==> src/rtl/icfm_pkg.sv <==
`default_nettype none

package icfm_pkg;

  localparam int unsigned CounterBitsDefault = 16;
  localparam int unsigned StampWidth         = 16;
  localparam int unsigned OvfWidth           = 16;
  localparam int unsigned WordWidth          = 32;

  localparam logic [WordWidth-1:0] ClockHzReset = 32'd72000000;

  // Event kinds carried in tuser.
  localparam logic FuncCapture  = 1'b0;
  localparam logic FuncOverflow = 1'b1;

  // Handshake between the sequencer and the divider.
  typedef struct packed {
    logic busy;
    logic done;
  } div_status_t;

endpackage

`default_nettype wire

==> src/rtl/icfm_div.sv <==
`default_nettype none

module icfm_div (
  input  wire                               clk_i,
  input  wire                               rst_ni,
  input  wire                               start_i,
  input  wire  [icfm_pkg::WordWidth-1:0]    dividend_i,
  input  wire  [icfm_pkg::WordWidth-1:0]    divisor_i,
  output icfm_pkg::div_status_t             status_o,
  output logic [icfm_pkg::WordWidth-1:0]    quotient_o
);

  localparam int unsigned W  = icfm_pkg::WordWidth;
  localparam int unsigned CW = $clog2(W);

  logic [W:0]    rem_q, rem_d;
  logic [W-1:0]  quot_q, quot_d;
  logic [W-1:0]  dvs_q, dvs_d;
  logic [CW-1:0] cnt_q, cnt_d;
  logic          busy_q, busy_d;
  logic          done_q, done_d;

  logic [W:0] rem_shift;
  logic [W:0] diff;

  // One restoring step a cycle: shift in the next dividend bit, try to subtract.
  assign rem_shift = {rem_q[W-1:0], quot_q[W-1]};
  assign diff      = rem_shift - {1'b0, dvs_q};

  always_comb begin
    rem_d  = rem_q;
    quot_d = quot_q;
    dvs_d  = dvs_q;
    cnt_d  = cnt_q;
    busy_d = busy_q;
    done_d = 1'b0;
    if (start_i) begin
      rem_d  = '0;
      quot_d = dividend_i;
      dvs_d  = divisor_i;
      cnt_d  = CW'(W - 1);
      busy_d = 1'b1;
    end else if (busy_q) begin
      if (diff[W]) begin
        rem_d  = rem_shift;
        quot_d = {quot_q[W-2:0], 1'b0};
      end else begin
        rem_d  = diff;
        quot_d = {quot_q[W-2:0], 1'b1};
      end
      cnt_d = cnt_q - 1'b1;
      if (cnt_q == '0) begin
        busy_d = 1'b0;
        done_d = 1'b1;
      end
    end
  end

  always_ff @(posedge clk_i or negedge rst_ni) begin
    if (!rst_ni) begin
      busy_q <= 1'b0;
      done_q <= 1'b0;
      cnt_q  <= '0;
    end else begin
      busy_q <= busy_d;
      done_q <= done_d;
      cnt_q  <= cnt_d;
    end
  end

  always_ff @(posedge clk_i) begin
    rem_q  <= rem_d;
    quot_q <= quot_d;
    dvs_q  <= dvs_d;
  end

  assign status_o.busy = busy_q;
  assign status_o.done = done_q;
  assign quotient_o    = quot_q;

endmodule

`default_nettype wire

==> src/rtl/input_capture_frequency_meter_unit.sv <==
`default_nettype none

// Reciprocal frequency meter fed by timer events.
// Input stream: tuser selects the event (0 capture edge, 1 timer overflow tick) and
// tdata carries the 16-bit counter value latched at a capture edge.
// Output stream: tdata[31:0] is the frequency in hertz, tdata[63:32] the period in ticks.
// cfg_we_i/cfg_wdata_i write the timer clock rate; write it only while the meter is idle.
// Overflow ticks and the first capture edge produce no word.
// The second capture edge computes the period and, when it is nonzero, runs a
// restoring divider that retires one quotient bit per cycle; the result then
// passes through the StOut state into the output register.
// The input is not ready during that time and reopens as the word appears.
// A zero period or a zero quotient rearms the meter without an output word.
// The output word sits in a register; a stalled receiver holds it, and the
// next capture can still be accepted. A following result waits until the
// register is free before the input is ready again.
// Reset returns the clock rate to 72 MHz and rearms for a first edge.
module input_capture_frequency_meter_unit #(
  parameter int unsigned COUNTER_BITS = icfm_pkg::CounterBitsDefault
) (
  input  wire         clk_i,
  input  wire         rst_ni,
  input  wire         s_axis_tvalid,
  output logic        s_axis_tready,
  input  wire  [15:0] s_axis_tdata,   // [15:0] capture_value
  input  wire  [0:0]  s_axis_tuser,   // [0] func
  output logic        m_axis_tvalid,
  input  wire         m_axis_tready,
  output logic [63:0] m_axis_tdata,   // [31:0] frequency_hz, [63:32] period_ticks
  input  wire         cfg_we_i,
  input  wire  [31:0] cfg_wdata_i
);

  localparam int unsigned W   = icfm_pkg::WordWidth;
  localparam int unsigned SW  = icfm_pkg::StampWidth;
  localparam int unsigned OW  = icfm_pkg::OvfWidth;
  localparam int unsigned SBW = (COUNTER_BITS < SW) ? COUNTER_BITS : SW;
  localparam int unsigned SPW = OW + 32;

  localparam logic [1:0] StIdle = 2'd0;
  localparam logic [1:0] StDiv  = 2'd1;
  localparam logic [1:0] StOut  = 2'd2;

  logic [1:0]     state_q, state_d;
  logic [W-1:0]   clock_hz_q;
  logic           waiting_q, waiting_d;
  logic [SBW-1:0] first_q, first_d;
  logic [OW-1:0]  ovf_q, ovf_d;
  logic [W-1:0]   period_q, period_d;
  logic           out_valid_q, out_valid_d;
  logic [W-1:0]   out_freq_q, out_freq_d;
  logic [W-1:0]   out_period_q, out_period_d;

  logic                  in_fire;
  logic [SBW-1:0]        stamp;
  logic [SPW-1:0]        span_wide;
  logic [W-1:0]          period_w;
  logic                  div_start;
  icfm_pkg::div_status_t div_status;
  logic [W-1:0]          quotient;

  assign in_fire = s_axis_tvalid && s_axis_tready;
  assign stamp   = s_axis_tdata[SBW-1:0];

  // Overflows weigh one full counter wrap each; anything beyond 32 bits drops out.
  assign span_wide = {{(SPW-OW){1'b0}}, ovf_q} << COUNTER_BITS;
  assign period_w  = span_wide[W-1:0] + W'(stamp) - W'(first_q);

  always_comb begin
    state_d      = state_q;
    waiting_d    = waiting_q;
    first_d      = first_q;
    ovf_d        = ovf_q;
    period_d     = period_q;
    out_valid_d  = out_valid_q;
    out_freq_d   = out_freq_q;
    out_period_d = out_period_q;
    div_start    = 1'b0;

    if (m_axis_tvalid && m_axis_tready) begin
      out_valid_d = 1'b0;
    end

    unique case (state_q)
      StIdle: begin
        if (in_fire) begin
          if (s_axis_tuser[0] == icfm_pkg::FuncOverflow) begin
            ovf_d = ovf_q + 1'b1;
          end else if (!waiting_q) begin
            first_d   = stamp;
            ovf_d     = '0;
            waiting_d = 1'b1;
          end else begin
            waiting_d = 1'b0;
            period_d  = period_w;
            if (period_w != '0) begin
              div_start = 1'b1;
              state_d   = StDiv;
            end
          end
        end
      end
      StDiv: begin
        if (div_status.done) begin
          state_d = StOut;
        end
      end
      StOut: begin
        if (quotient == '0) begin
          state_d = StIdle;
        end else if (!out_valid_q || m_axis_tready) begin
          out_valid_d  = 1'b1;
          out_freq_d   = quotient;
          out_period_d = period_q;
          state_d      = StIdle;
        end
      end
      default: state_d = StIdle;
    endcase
  end

  always_ff @(posedge clk_i or negedge rst_ni) begin
    if (!rst_ni) begin
      state_q     <= StIdle;
      clock_hz_q  <= icfm_pkg::ClockHzReset;
      waiting_q   <= 1'b0;
      first_q     <= '0;
      ovf_q       <= '0;
      out_valid_q <= 1'b0;
    end else begin
      state_q     <= state_d;
      waiting_q   <= waiting_d;
      first_q     <= first_d;
      ovf_q       <= ovf_d;
      out_valid_q <= out_valid_d;
      if (cfg_we_i) begin
        clock_hz_q <= cfg_wdata_i;
      end
    end
  end

  always_ff @(posedge clk_i) begin
    period_q     <= period_d;
    out_freq_q   <= out_freq_d;
    out_period_q <= out_period_d;
  end

  icfm_div u_div (
    .clk_i      (clk_i),
    .rst_ni     (rst_ni),
    .start_i    (div_start),
    .dividend_i (clock_hz_q),
    .divisor_i  (period_w),
    .status_o   (div_status),
    .quotient_o (quotient)
  );

  assign s_axis_tready = (state_q == StIdle);
  assign m_axis_tvalid = out_valid_q;
  assign m_axis_tdata  = {out_period_q, out_freq_q};

endmodule

`default_nettype wire

==> config.mk <==
export PLATFORM = sky130hd
export DESIGN_NAME = input_capture_frequency_meter_unit
export DESIGN_NICKNAME = d
export VERILOG_FILES = /design/src/rtl/icfm_pkg.sv /design/src/rtl/icfm_div.sv /design/src/rtl/input_capture_frequency_meter_unit.sv
export SDC_FILE = /design/constraint.sdc
export NUM_CORES = 1
export LEC_CHECK = 0
export BUFFER_PORTS_ARGS = -buffer_cell sky130_fd_sc_hd__clkbuf_2
export CAP_MARGIN = 10
export CORE_MARGIN = 3
export CORE_UTILIZATION = 40
export DETAILED_ROUTE_END_ITERATION = 12
export GPL_TIMING_DRIVEN = 0
export PLACE_DENSITY = 0.58
export SETUP_SLACK_MARGIN = 0.02
export SYNTH_ARGS = -nofsm -noshare
export SYNTH_HDL_FRONTEND = slang
export SYNTH_SLANG_ARGS = --single-unit
==> constraint.sdc <==
create_clock -name clk_i -period 5.3 [get_ports clk_i]
set_clock_uncertainty 0.1 [all_clocks]
set_input_delay 0 -clock clk_i [delete_from_list [all_inputs] [get_ports clk_i]]
set_output_delay 0 -clock clk_i [all_outputs]
set_load 0.01 [all_outputs]
==> results_dict.tcl <==
set metrics [dict create \
    status "finished clean" \
    post_synth.cell_area_avg_sq_um 11.83 \
    cap_violations 0 \
    drive_gt1_frac 0.1932 \
    routabilityCongestion 0.8638 \
    num_vias 9277 \
    initial_core_util 0.4070 \
    end_kind "register" \
    rr_worst_depth 13 \
    synthArstFlopShare 0.2809 \
    wire_per_inst_um 17.07 \
    clk_latency_ps 560 \
    min_path_cells 3 \
    die_w_um 188.4 \
    root_buffer "clkbuf_16" \
    ys_ff_latch 267 \
    final_hold_viol_count 0 \
    syn_inst 1125 \
    ant_nets 0 \
    cp.required_ps 5390 \
    synth_area_leaders "edfxtp_1 (36%), dfrtp_1 (13%), ha_1 (4.9%)" \
    grt_pass1_wl_um 49630 \
    crit_type "register to register" \
    r2r_setup_slack_ps 620 \
    dr.pass1.iters 6 \
    numPortBuffers 118 \
    core-area_sq_um 32700 \
    hpwl_um 22750 \
    drc 0 \
    drv_slew 0 \
    fin_util 0.4945 \
    drt_wl_total_um 30770 \
    setup.worst_path.start_class "register" \
    post_cts_buffers 0 \
    synthTopCellsByCount "edfxtp_1 (160), nor2_1 (77), inv_1 (72)" \
    syn_to_final_growth_pct 21.49 \
    die_height_um 188.4 \
    synth_top_area_frac 0.3610 \
    antenna_found_initial 0 \
    rows 66 \
    syn_nets 1233 \
    rsz0062_at_grt "no" \
    rr_endpoint "u_div.quotient_o[11]" \
    r2r_start "ovf_q[5]" \
    hp-start "cfg_wdata_i[12]" \
    syn_area_sq_um 13310 \
    power.leakage_nw 6.637 \
    arrival_ps 4770 \
    via_per_inst 5.145 \
    setup_viol 0 \
    cts.sinks 267 \
    max_slew_margin 0.3505 \
    setup_ws_ps 617.3 \
    dpl_worst_slack_ps 240.1 \
    grt_max_degree 44 \
    whs_ps 116.7 \
    path_clk_slew_ps 60 \
    cts_tree "done" \
    synth_cell_types 81 \
    grt_pass1_vias 9203 \
    final.min_clock_period_ps 4683 \
    min_to "clock_hz_q[12]" \
    n_antenna_cell 0 \
    worst-path-max-fanout 32 \
    hp-class "primary input to register" \
    fin_nets 1447 \
    worst_slew_pin_slew_ps 974.3 \
    ys_seq_area_frac 0.5508 \
    max_freq_mhz 213.6 \
    fin_crit_sh 0.8835 \
    drt_iter0_drc 711 \
    io_pins 120 \
    htree_levels 1 \
    dieArea_sq_um 35500 \
    yosys.area.top_type "edfxtp_1" \
    grtUsageTotal 0.1724 \
    clk_path_buf_depth 3 \
    synth_edf_count 160 \
    powerDensity_nw_per_um2 588.7 \
    synth_ff_type "edfxtp_1" \
    yosysMostFrequentCell "edfxtp_1" \
    cts_inserted_buffers 28 \
    p_total_w 0.009519 \
    max-vdd-ir-drop_uv 337.1 \
    yosys_warnings 0 \
    overflow 0 \
]
## registers in the layout, indices dropped and copies added, names as in the netlist
name and count:
u_div.rem_q 32, u_div.cnt_q 5, u_div.quotient_o 32, m_axis_tvalid 1
out_period_q 32, first_q 16, period_q 32, u_div.dvs_q 32
out_freq_q 32, clock_hz_q 32, u_div.done_q 1, state_q 2
ovf_q 16, waiting_q 1, u_div.busy_q 1
## stage by stage
step,std cells,TNS (ps),instance area [sq um]
6_report,1803,0,16170
5_1_grt,1803,0,16170
4_1_cts,1802,0,16160
3_5_place_dp,1688,0,14550
3_3_place_gp,1685,-46670,14450
2_1_floorplan,1125,0,13310
## power breakdown
group          internal, W  switching, W  total [W]  leakage (nW)
combinational      0.00181       0.00240    0.00420          3.49
clock              0.00126      0.000795    0.00206         0.477
sequential         0.00294      0.000316    0.00326          2.67
## final cells by class
cell class              count  area, sq um
multi-input cells         739         5515
inverters                  74        277.8
well taps                 442        553.0
flip-flops and latches    267         7331
fillers                  2997        16530
plain buffers              45        207.7
repair buffers            184         1304
clock buffers              39        772.0
clock inverters            13        210.2
## kinds of logic (layout without fill, tap and decap cells)
family	Yosys count	in the layout	share of synthesized area
AND/OR/NAND/NOR	301	301	0.1162
multiplexers	95	95	0.07765
adder cells (fa/ha/maj)	54	54	0.05189
buffers and inverters	119	355	0.03647
flip-flops	267	267	0.5508
AO/OA/AOI/OAI	226	226	0.1250
XOR/XNOR	63	63	0.04202
## worst max-delay path: stages, from the launching register on
cell       delay (ps)
dfrtp_1           350
clkbuf_1          240
or4_1             610
nor3_1            360
nand4_1           150
nor3_1            400
xor2_1            220
a2111oi_0         390
or4b_1            470
nand4b_4          200
nand2_2           190
buf_6             190
buf_8             150
nand2_4           280
## worst max-delay path by stage
stage / from / slack, ps / to / depth (start not counted)
3_3_place_gp: u_div.quotient_o[23] / -610 / out_period_q[14] / 4
5_1_grt: ovf_q[5] / 290 / u_div.quotient_o[10] / 13
2_1_floorplan: first_q[0] / 960 / u_div.quotient_o[0] / 14
6_report: ovf_q[5] / 620 / u_div.quotient_o[11] / 13
4_1_cts: first_q[0] / 230 / u_div.quotient_o[10] / 14
3_5_place_dp: first_q[0] / 240 / u_div.quotient_o[7] / 14
## routing by layer
metal  wire length (um)  GRT usage  vias to the layer above
li1                   -          -                     4579
met1              14630     0.2437                     4508
met2              14630     0.2871                      155
met3               1068    0.02251                       35
met4                446    0.03523                        0
met5                  0          0                        -
## placed cells by master, fill, tap and decap left out, drive strengths merged, types with 32 or more instances in the layout
cell type    count
dlygate4sd3     61
o21ai           44
clkbuf         191
nand2           69
xnor2           35
mux2            66
dfrtp           68
inv             74
dfxtp           32
a21oi           44
edfxtp         160
a211oi          38
nor2            77
ha              52
## timing repair
item                                    in CTS  in global routing
endpoints found under the hold margin      129                  0
hold buffers                                62                  0
resized for setup                            0                  1
endpoints found under the setup margin       0                 32
Power figures use the tool's default switching activity.
